File: src/rtl/ethernet_ipv4_pair_extractor_top_assert.svh
// Assertion macros for the Ethernet/IPv4 address-pair extractor.
// Define ASSERT_OFF to compile every check out; no other dependencies.
`ifndef ETHERNET_IPV4_PAIR_EXTRACTOR_TOP_ASSERT_SVH
`define ETHERNET_IPV4_PAIR_EXTRACTOR_TOP_ASSERT_SVH
`ifndef ASSERT_OFF
`define EIPX_ASSERT_SAME(label, clk, rst, ante, cons, msg) \
  label: assert property (@(posedge clk) disable iff (rst) (ante) |-> (cons)) else $error(msg);
`define EIPX_ASSERT_NEXT(label, clk, rst, ante, cons, msg) \
  label: assert property (@(posedge clk) disable iff (rst) (ante) |=> (cons)) else $error(msg);
`else
`define EIPX_ASSERT_SAME(label, clk, rst, ante, cons, msg)
`define EIPX_ASSERT_NEXT(label, clk, rst, ante, cons, msg)
`endif
`endif

File: src/rtl/eipx_pkg.sv
// Shared types and constants for the Ethernet/IPv4 address-pair extractor.
// No dependencies; imported by the parser, the output buffer and the top level.
`default_nettype none
package eipx_pkg;

  localparam logic [15:0] TYPE_VLAN = 16'h8100;
  localparam logic [15:0] TYPE_QINQ = 16'h88A8;
  localparam logic [15:0] TYPE_IPV4 = 16'h0800;
  localparam logic [15:0] TYPE_POS  = 16'd12;
  localparam logic [15:0] ADDR_POS  = 16'd26;
  localparam logic [15:0] TYPE_END  = 16'd14;
  localparam logic [15:0] ADDR_END  = 16'd34;

  typedef enum logic [2:0] {
    PH_LEN_LO = 3'b001,
    PH_LEN_HI = 3'b010,
    PH_FRAME  = 3'b100
  } phase_t;

  typedef struct packed {
    logic        is_ipv4;
    logic [31:0] src_addr;
    logic [31:0] dst_addr;
    logic [1:0]  tags_seen;
    logic        too_short;
    logic [31:0] total_frames;
    logic [31:0] non_ipv4_frames;
  } result_t;

  typedef struct packed {
    logic main_valid;
    logic skid_valid;
  } buf_status_t;

endpackage
`default_nettype wire

File: src/rtl/eipx_parser.sv
// Per-byte record parser: length header, tag skipping, address capture, totals.
// Depends on eipx_pkg; emits one result beat in the cycle the record's last byte is taken.
`default_nettype none
module eipx_parser import eipx_pkg::*; #(
  parameter int COUNT_WIDTH = 32
) (
  input  wire logic       clk,
  input  wire logic       rst,
  input  wire logic       byte_take,
  input  wire logic [7:0] rec_byte,
  output logic            res_push,
  output result_t         res
);

  phase_t                 phase, phase_next;
  logic [7:0]             len_low_byte, len_low_byte_next;
  logic [15:0]            record_length, record_length_next;
  logic [15:0]            byte_position, byte_position_next;
  logic [15:0]            outer_type, outer_type_next;
  logic [15:0]            final_type, final_type_next;
  logic [1:0]             tag_count, tag_count_next;
  logic [63:0]            addr_pair, addr_pair_next;
  logic [COUNT_WIDTH-1:0] frames_done, frames_done_next;
  logic [COUNT_WIDTH-1:0] non_ipv4_done, non_ipv4_done_next;

  logic                   finish;
  logic [15:0]            tag_offset;
  logic [15:0]            tpos, apos;
  logic [15:0]            joined_type;
  logic                   type_done, addr_done, ipv4, short_rec;
  logic [1:0]             tags_final;
  logic [63:0]            addr_final;
  logic [31:0]            total32, non32;

  always_comb begin
    phase_next         = phase;
    len_low_byte_next  = len_low_byte;
    record_length_next = record_length;
    byte_position_next = byte_position;
    outer_type_next    = outer_type;
    final_type_next    = final_type;
    tag_count_next     = tag_count;
    addr_pair_next     = addr_pair;
    finish             = 1'b0;
    tag_offset         = {12'd0, tag_count, 2'b00};
    tpos               = TYPE_POS + tag_offset;
    apos               = ADDR_POS + tag_offset;
    joined_type        = {final_type[15:8], rec_byte};

    case (phase)
      PH_LEN_LO: begin
        len_low_byte_next = rec_byte;
        phase_next        = PH_LEN_HI;
      end
      PH_LEN_HI: begin
        record_length_next = {rec_byte, len_low_byte};
        byte_position_next = '0;
        outer_type_next    = '0;
        final_type_next    = '0;
        tag_count_next     = '0;
        addr_pair_next     = '0;
        phase_next         = PH_FRAME;
        finish             = ({rec_byte, len_low_byte} == 16'd0);
      end
      PH_FRAME: begin
        if (byte_position == tpos) begin
          final_type_next = {rec_byte, 8'd0};
        end else if (byte_position == tpos + 16'd1) begin
          final_type_next = joined_type;
          if (tag_count == 2'd0 && (joined_type == TYPE_VLAN || joined_type == TYPE_QINQ)) begin
            outer_type_next = joined_type;
            tag_count_next  = 2'd1;
          end else if (tag_count == 2'd1 && outer_type == TYPE_QINQ &&
                       joined_type == TYPE_VLAN) begin
            tag_count_next = 2'd2;
          end
        end else if (byte_position >= apos && byte_position < apos + 16'd8) begin
          addr_pair_next = {addr_pair[55:0], rec_byte};
        end
        byte_position_next = byte_position + 16'd1;
        finish             = (byte_position_next >= record_length);
      end
      default: begin
        phase_next = PH_LEN_LO;
      end
    endcase

    type_done  = byte_position_next >= TYPE_END + {12'd0, tag_count_next, 2'b00};
    addr_done  = byte_position_next >= ADDR_END + {12'd0, tag_count_next, 2'b00};
    ipv4       = type_done && final_type_next == TYPE_IPV4 && addr_done;
    short_rec  = !type_done || (final_type_next == TYPE_IPV4 && !addr_done);
    tags_final = tag_count_next;
    addr_final = addr_pair_next;

    frames_done_next   = frames_done;
    non_ipv4_done_next = non_ipv4_done;
    if (finish) begin
      if (frames_done != '1) begin
        frames_done_next = frames_done + 1'b1;
      end
      if (!ipv4 && non_ipv4_done != '1) begin
        non_ipv4_done_next = non_ipv4_done + 1'b1;
      end
      byte_position_next = '0;
      outer_type_next    = '0;
      final_type_next    = '0;
      tag_count_next     = '0;
      addr_pair_next     = '0;
      phase_next         = PH_LEN_LO;
    end
  end

  generate
    if (COUNT_WIDTH > 32) begin : g_sat
      assign total32 = (|frames_done_next[COUNT_WIDTH-1:32]) ? 32'hFFFF_FFFF
                                                             : frames_done_next[31:0];
      assign non32   = (|non_ipv4_done_next[COUNT_WIDTH-1:32]) ? 32'hFFFF_FFFF
                                                               : non_ipv4_done_next[31:0];
    end else begin : g_ext
      assign total32 = 32'(frames_done_next);
      assign non32   = 32'(non_ipv4_done_next);
    end
  endgenerate

  assign res_push            = byte_take && finish;
  assign res.is_ipv4         = ipv4;
  assign res.src_addr        = ipv4 ? addr_final[63:32] : 32'd0;
  assign res.dst_addr        = ipv4 ? addr_final[31:0] : 32'd0;
  assign res.tags_seen       = tags_final;
  assign res.too_short       = short_rec;
  assign res.total_frames    = total32;
  assign res.non_ipv4_frames = non32;

  always_ff @(posedge clk) begin
    if (rst) begin
      phase         <= PH_LEN_LO;
      len_low_byte  <= '0;
      record_length <= '0;
      byte_position <= '0;
      outer_type    <= '0;
      final_type    <= '0;
      tag_count     <= '0;
      addr_pair     <= '0;
      frames_done   <= '0;
      non_ipv4_done <= '0;
    end else if (byte_take) begin
      phase         <= phase_next;
      len_low_byte  <= len_low_byte_next;
      record_length <= record_length_next;
      byte_position <= byte_position_next;
      outer_type    <= outer_type_next;
      final_type    <= final_type_next;
      tag_count     <= tag_count_next;
      addr_pair     <= addr_pair_next;
      frames_done   <= frames_done_next;
      non_ipv4_done <= non_ipv4_done_next;
    end
  end

endmodule
`default_nettype wire

File: src/rtl/eipx_outbuf.sv
// Two-entry result buffer: an output register backed by a skid register.
// Depends on eipx_pkg; lets the parser keep taking bytes while a result waits.
`default_nettype none
module eipx_outbuf import eipx_pkg::*; (
  input  wire logic    clk,
  input  wire logic    rst,
  input  wire logic    push,
  input  wire result_t push_data,
  input  wire logic    pop_stall,
  output result_t      head,
  output buf_status_t  status
);

  result_t main_data, skid_data;
  logic    main_valid, skid_valid;
  logic    pop;

  assign pop    = main_valid && !pop_stall;
  assign head   = main_data;
  assign status = '{main_valid: main_valid, skid_valid: skid_valid};

  always_ff @(posedge clk) begin
    if (rst) begin
      main_valid <= 1'b0;
      skid_valid <= 1'b0;
    end else if (pop) begin
      if (skid_valid) begin
        main_data  <= skid_data;
        skid_valid <= 1'b0;
      end else if (push) begin
        main_data <= push_data;
      end else begin
        main_valid <= 1'b0;
      end
    end else if (push) begin
      if (!main_valid) begin
        main_data  <= push_data;
        main_valid <= 1'b1;
      end else begin
        skid_data  <= push_data;
        skid_valid <= 1'b1;
      end
    end
  end

endmodule
`default_nettype wire

File: src/rtl/ethernet_ipv4_pair_extractor_top.sv
// Ethernet/IPv4 address-pair extractor: one stream byte per beat, one result per record.
// A record is a 16-bit little-endian length followed by that many frame bytes. The block
// takes one byte per cycle when not stalled; the parser's state registers advance once per
// byte, and a record's result is pushed to the output buffer when its last byte is taken
// (the length high byte for a zero-length record). Results go through a two-entry buffer,
// so the input stalls only when two results are waiting. Totals count internally at COUNT_WIDTH
// bits and are reported saturated to 32 bits. Depends on eipx_pkg, eipx_parser, eipx_outbuf.
`default_nettype none
`include "ethernet_ipv4_pair_extractor_top_assert.svh"
module ethernet_ipv4_pair_extractor_top import eipx_pkg::*; #(
  parameter int COUNT_WIDTH = 32
) (
  input  wire logic        clk,
  input  wire logic        rst,
  input  wire logic        in_valid,
  output logic             in_stall,
  input  wire logic [7:0]  rec_byte,
  output logic             out_valid,
  input  wire logic        out_stall,
  output logic             is_ipv4,
  output logic [31:0]      src_addr,
  output logic [31:0]      dst_addr,
  output logic [1:0]       tags_seen,
  output logic             too_short,
  output logic [31:0]      total_frames,
  output logic [31:0]      non_ipv4_frames
);

  logic        byte_take;
  logic        res_push;
  result_t     res;
  result_t     head;
  buf_status_t status;

  assign in_stall  = status.skid_valid;
  assign byte_take = in_valid && !in_stall;

  eipx_parser #(
    .COUNT_WIDTH(COUNT_WIDTH)
  ) u_parser (
    .clk       (clk),
    .rst       (rst),
    .byte_take (byte_take),
    .rec_byte  (rec_byte),
    .res_push  (res_push),
    .res       (res)
  );

  eipx_outbuf u_outbuf (
    .clk       (clk),
    .rst       (rst),
    .push      (res_push),
    .push_data (res),
    .pop_stall (out_stall),
    .head      (head),
    .status    (status)
  );

  assign out_valid       = status.main_valid;
  assign is_ipv4         = head.is_ipv4;
  assign src_addr        = head.src_addr;
  assign dst_addr        = head.dst_addr;
  assign tags_seen       = head.tags_seen;
  assign too_short       = head.too_short;
  assign total_frames    = head.total_frames;
  assign non_ipv4_frames = head.non_ipv4_frames;

  `EIPX_ASSERT_SAME(a_stall_needs_result, clk, rst, in_stall, out_valid, "stall without a waiting result")
  `EIPX_ASSERT_NEXT(a_full_after_push, clk, rst, out_valid && out_stall && res_push, in_stall, "buffer did not fill on a blocked push")
  `EIPX_ASSERT_SAME(a_ipv4_complete, clk, rst, out_valid && is_ipv4, !too_short && total_frames != 32'd0, "IPv4 result marked short or uncounted")

endmodule
`default_nettype wire

File: config.mk
export PLATFORM = sky130hd
export DESIGN_NAME = ethernet_ipv4_pair_extractor_top
export DESIGN_NICKNAME = d
export VERILOG_FILES = /design/src/rtl/eipx_pkg.sv /design/src/rtl/eipx_parser.sv /design/src/rtl/eipx_outbuf.sv /design/src/rtl/ethernet_ipv4_pair_extractor_top.sv
export VERILOG_INCLUDE_DIRS = /design/src /design/src/rtl
export SDC_FILE = /design/constraint.sdc
export NUM_CORES = 1
export LEC_CHECK = 0
export ABC_AREA = 1
export BUFFER_PORTS_ARGS = -buffer_cell sky130_fd_sc_hd__clkbuf_2
export CORE_MARGIN = 3
export CORE_UTILIZATION = 35
export CTS_CLUSTER_DIAMETER = 60
export CTS_CLUSTER_SIZE = 20
export DETAILED_ROUTE_END_ITERATION = 8
export PLACE_DENSITY_LB_ADDON = 0.1
export SYNTH_ARGS = -nofsm -noshare
export SYNTH_HDL_FRONTEND = slang
export SYNTH_SLANG_ARGS = --single-unit
export TNS_END_PERCENT = 5
File: constraint.sdc
create_clock -name clk -period 8.6 [get_ports clk]
set_input_delay 0.86 -clock clk [delete_from_list [all_inputs] [get_ports clk]]
set_output_delay 0.86 -clock clk [all_outputs]
set_load 0.01 [all_outputs]
After elaboration in Yosys (flattened, before gate mapping):

Cells that the tools add are included.

* register bits: 471
* input bits: 12
* output and inout port bits: 134
* word-level logic and storage cells: 133

* $add $sub $neg: 9
* order comparisons: 5
* eq/ne operators: 19
* muxes and demuxes: 40
* bitwise operators: 2
* reduce and logical (&&, ||, !) cells: 32

Operators by type and width (count)
* 132-bit two-way mux: 5
* 64-bit two-way mux: 4
* 32-bit two-way mux: 6
* 64-bit case mux with 2 select lines: 1
* 16-bit two-way mux: 7
* 16-bit case mux with 2 select lines: 3
* 32-bit by 1-bit adder with 32-bit output, second input constant: 2
* 16-bit >= comparator: 4
* 32-bit inequality test, second input constant: 2
* 16-bit equality test, second input constant: 3
* 16-bit by 1-bit adder with 16-bit output, second input constant: 2
* 16-bit equality test: 2
* 16-bit by 4-bit adder with 16-bit output, second input constant: 1
* 16-bit by 12-bit equality test with 1-bit output, second input constant: 1
* 16-bit zero test: 1
* 16-bit < comparator: 1
* 1-bit logical AND: 11
* 4-bit by 4-bit adder with 5-bit output, first input constant: 2
* 2-bit two-way mux: 5
* 3-bit case mux with 3 select lines: 1
* 8-bit two-way mux: 1
* 2-bit AND reduction: 4
* 4-bit AND reduction: 2
* 6-bit by 4-bit adder with 7-bit output, first input constant: 1
* other kinds (22): 35

Logic depth before layout (Yosys ltp):

* depth after elaboration: 19
* gate-level depth with buffers: 27
* gate-level depth less buffers: 26

By module:

A second synthesis with hierarchy kept.

* cells, all modules: 2918
* area total of the unflattened synthesis: 23456.2 um^2

Modules (own cells, without submodules)
* eipx_parser: times used 1, cells each 2192, area an instance 13499.2 um^2, sequential area each 4103.9 um^2
* eipx_outbuf: times used 1, cells each 724, area an instance 9947.0 um^2, sequential area each 7967.6 um^2
* ethernet_ipv4_pair_extractor_top: times used 1, cells each 2, area an instance 10.0 um^2, sequential area each 0.0 um^2

Worst setup path before layout:

No wires, ideal clock.

* path kind: reg2reg
* start point: register u_parser.byte_position[0]
* end point: register u_outbuf.main_data (netlist bit u_outbuf.head[0]), enable pin
* library setup time: 0.667 ns
* arrival: 8.585 ns
* required time: 7.933 ns
* setup slack: -0.652 ns
* stages on the path, launching flop included: 17
* buffers on the path: 0
* clock period less this slack: 9.252 ns
* path through: dfxtp_1 > ha_1 > nand2_1 > nor2_4 > nand2_1 > clkinv_1 > nand4_1 > and2_1 > ha_1 > nand4_1 > nor2_1 > nand3_1 > nand3_1 > nand2_1 > a21oi_1 > o21ai_0 > a21oi_1

* word-level cells in the longest chain between the ends: 6
* elaborated cells between the ends (all ways): 7
* classes of those cells: 1 x add/sub; 1 x order compare; 1 x mux; 4 x reduce/logical

Ends and longest elaborated chain
* start, declared: line eipx_parser.sv:18 `logic [15:0] byte_position, byte_position_next;`
* start signal, assigned: line eipx_parser.sv:150 `byte_position <= byte_position_next;`
* 16-bit by 1-bit adder with 16-bit output *: line eipx_parser.sv:80 `byte_position_next = byte_position + 16'd1;`
* 16-bit >= comparator *: line eipx_parser.sv:81 `finish = (byte_position_next >= record_length);`
* 1-bit case mux with 2 select lines *: line eipx_parser.sv:50 `case (phase)`
* 1-bit logical AND *: line eipx_parser.sv:125 `assign res_push = byte_take && finish;`
* 2-bit nonzero test (no source line)
* 4-bit AND reduction (no source line) *
* end signal, assigned: line eipx_outbuf.sv:28 `main_data <= skid_data;`
* end signal, assigned: line eipx_outbuf.sv:31 `main_data <= push_data;`
* end signal, assigned: line eipx_outbuf.sv:37 `main_data <= push_data;`
* end, declared: line eipx_outbuf.sv:14 `result_t main_data, skid_data;`

Mark *: on every way between the ends. The rest lies on a longest branch, timed or not.
A chain may end at the register's enable or synchronous reset.

==> results.yml <==
clocking:
  clk_pin_slew_ps: 70
  postCtsHoldBufs: 0
  cts.sinks: 471
  cts_buffers: 44
  cts_htree_levels: 2
  cts_tree: "done"
  clockRootBuffer: "clkbuf_16"
  cts_resized: 0
  cts_setup_buffers: 0
  ctsLongestPathBuffers: 3
  clk_latency_ps: 580
yosys:
  yosysSeqAreaShare_pct: 51.6
  yosys.area.top_type_share_pct: 33.9
  yosysMostFrequentCell: "nand2_1"
  synth_area_per_cell_um2: 8.12
  ys_ff_latch: 471
  synth_area_leader_cell: "edfxtp_1"
  ys_warn_count: 0
  ys_async_sr_fraction_pct: 0
  synth_nets: 2927
  ys_top_cells_by_count: "962 x nand2_1, 320 x inv_1, 264 x edfxtp_1"
  synthesis.area_mm2: 0.0234
  synth.area.top_cells: "edfxtp_1 34%, dfxtp_1 18%, nand2_1 15%"
  ys_types: 45
  synthFlopType: "edfxtp_1"
  synth-edff-count: 264
  netlist_instances: 2881
floorplanning:
  dieArea_mm2: 0.0700
  chipWidth_um: 265
  core_mm2: 0.0660
  initial_core_util_pct: 35.4
  fp-row-count: 94
  io_pins: 146
  die_h_um: 265
critical_path:
  critPathBufInv: 4
  worstSetupPathType: "reg2reg"
  cp-start-kind: "register"
  worstPathArrival_ps: 5990
  end_kind: "register"
  crit_chain: "inv_1 -> nand3_1 -> nand2_2 -> inv_2 -> buf_4 -> o21ai_0 -> nand2_1 -> ha_1 -> a21oi_1 -> nand3_1 -> nor2_1 -> nor2_1 -> nor2_1 -> nand3_1 -> nand3_2 -> nand3_4 -> inv_4 -> nand3_1 -> nand2_1 -> nand2_1 -> nand2_1"
  crit_family: "simple AND/OR/NAND/NOR gates"
  crit_fanout: 32
  worst_path_max_delay_cell: "inv_2"
  critPathRequiredTime_ps: 9040
  max_stage_delay_ps: 750
placement:
  io_buffer_count: 145
  place_hpwl_um: 40000
  place_congestion: 0.867
routing:
  post_drt_wl_per_cell_um: 16.6
  drt_iter0_drc: 1373
  drt.antenna.violating_nets: 0
  viasPerCell: 4.89
  drc: 0
  vias: 18824
  wl_um: 64000
  drt-pass1-iter-count: 7
sta:
  tightest_slew_ps: 1070
  setup_viol: 0
  rsz0062_at_grt: "no"
  skew_ps: 19.0
  fmax_mhz: 180
  slew_headroom_pct: 28.7
  timing.final.max_slew_violations: 0
  fin_crit_sh_pct: 64.6
  hold_viol_final: 0
  tns_ps: 0
  finalCriticalPeriod_ps: 5550
hold_path:
  hp-class: "reg2reg"
global_route:
  grt.overflow.total: 0
  antenna_found_initial: 1
  grt_max_degree: 126
  grt_pass1_wl_um: 102000
  track_usage_pct: 18.0
  grt_pass1_vias: 18070
final_layout:
  syn_to_final_growth_pct: 12.7
  fillCellCount: 6677
  fin_util_pct: 40.0
  drive_gt1_share_pct: 12.1
  final_nets: 2999
run:
  drv_cap: 0
power:
  peakVddDrop_mv: 0.119
  leakage_nw: 10.5
  power_density_mw_per_mm2: 181
run_status:
  status: "finished, final reports clean"
[worst reg2reg max path, delay by kind of cell, from the launching register on]
family	cells	cell delay [ps]
AOI/OAI and AO/OA	2	280
adders and majority gates	1	260
buffers and inverters	4	1770
DFF	1	370
and+or+nand+nor	14	2740
[stage by stage]
stage | instance area (um2) | setup slack [ps] | total power [mW] | cells | hold slack (ps)
after floorplan | 23400 | 271 | 2.62 | 2881 | 419
after global placement | 24800 | 3140 | 2.69 | 3771 | 428
after detailed placement | 24800 | 3040 | 2.70 | 3771 | 436
after CTS | 26400 | 3000 | 4.85 | 3851 | 449
after global routing | 26400 | 2520 | 4.96 | 3851 | 470
final | 26400 | 3050 | 4.78 | 3852 | 444
[report_power, final]
| part | total, mW | internal, mW | leakage, nW | switching (mW) |
|---|---|---|---|---|
| clock network | 2.13 | 1.15 | 0.772 | 0.980 |
| logic | 0.225 | 0.0582 | 5.66 | 0.167 |
| registers | 2.42 | 2.39 | 4.02 | 0.0259 |
[path summary, 6_finish.rpt]
path,from,endpoint,slack (ps),cells after the start
worst max-delay path,u_parser.phase[1],u_outbuf.head[27],3050,21
worst min-delay path,u_parser.outer_type[6],u_parser.outer_type[6],440,2
worst max register to register,u_parser.phase[1],u_outbuf.head[27],3050,21
worst min register to register,u_parser.outer_type[6],u_parser.outer_type[6],440,2
[cells in the final DEF (no fill, tap or decap), drive strengths merged]
master and count:
nand2 971, inv 349, edfxtp 264, nor2 238, dfxtp 207, clkbuf 193, a21oi 187, o21ai 159
nand3 97, nand4 60, nor3 48, o21a 45, ha 34, xor2 33, o22ai 25, buf 21
clkinv 17, nor4 14, and2 7, bufinv 4, o211ai 3, o31ai 2, diode 1, or2 1
nand3b 1, a22o 1, o21bai 1, mux2i 1, a311oi 1, a211oi 1, o32ai 1, a22oi 1
[cells by family (layout without fill, tap and decap cells)]
logic type               after synthesis  after routing  share of synthesized area (%)
AND/OR/NAND/NOR                     1437           1437                           27.3
buffers and inverters                478            584                           8.09
adder cells (fa/ha/maj)               34             34                           1.82
flip-flops                           471            471                           51.6
other                                  0              1                              0
multiplexers                           1              1                         0.0428
XOR/XNOR                              33             33                           1.24
AO/OA/AOI/OAI                        427            427                           9.90
[per-layer routing]
metal  part of all wire (%)  wire length, um  vias to the layer above  track usage (%)
li1                       -                -                     9491                -
met1                     48            31000                     8866             26.0
met2                     44            28400                      388             28.4
met3                    5.3             3370                       79             3.14
met4                    2.0             1260                        0             4.06
met5                      0                0                        -                0
[layout make-up]
cell class / instances / area (um2) / area share (%)
clock buffer: 49 / 1170 / 4.45
antenna: 1 / 2.50 / 0.00949
timing repair buffer: 165 / 903 / 3.43
clock inverter: 31 / 393 / 1.49
inverter: 339 / 1280 / 4.85
multi-input combinational: 1932 / 9460 / 35.9
tap: 864 / 1080 / 4.10
sequential: 471 / 12100 / 45.8
[registers in the layout, indices dropped and copies added, names as in the netlist]
register,cells
u_outbuf.skid_valid,1
u_parser.tag_count,2
u_parser.byte_position,16
u_parser.non_ipv4_done,32
u_parser.addr_pair,64
u_parser.record_length,16
u_outbuf.skid_data,132
u_parser.len_low_byte,8
u_parser.frames_done,32
u_parser.outer_type,16
u_outbuf.main_valid,1
u_parser.phase,3
u_parser.final_type,16
u_outbuf.head,132
Note: power is estimated with default switching activity, not from simulation.
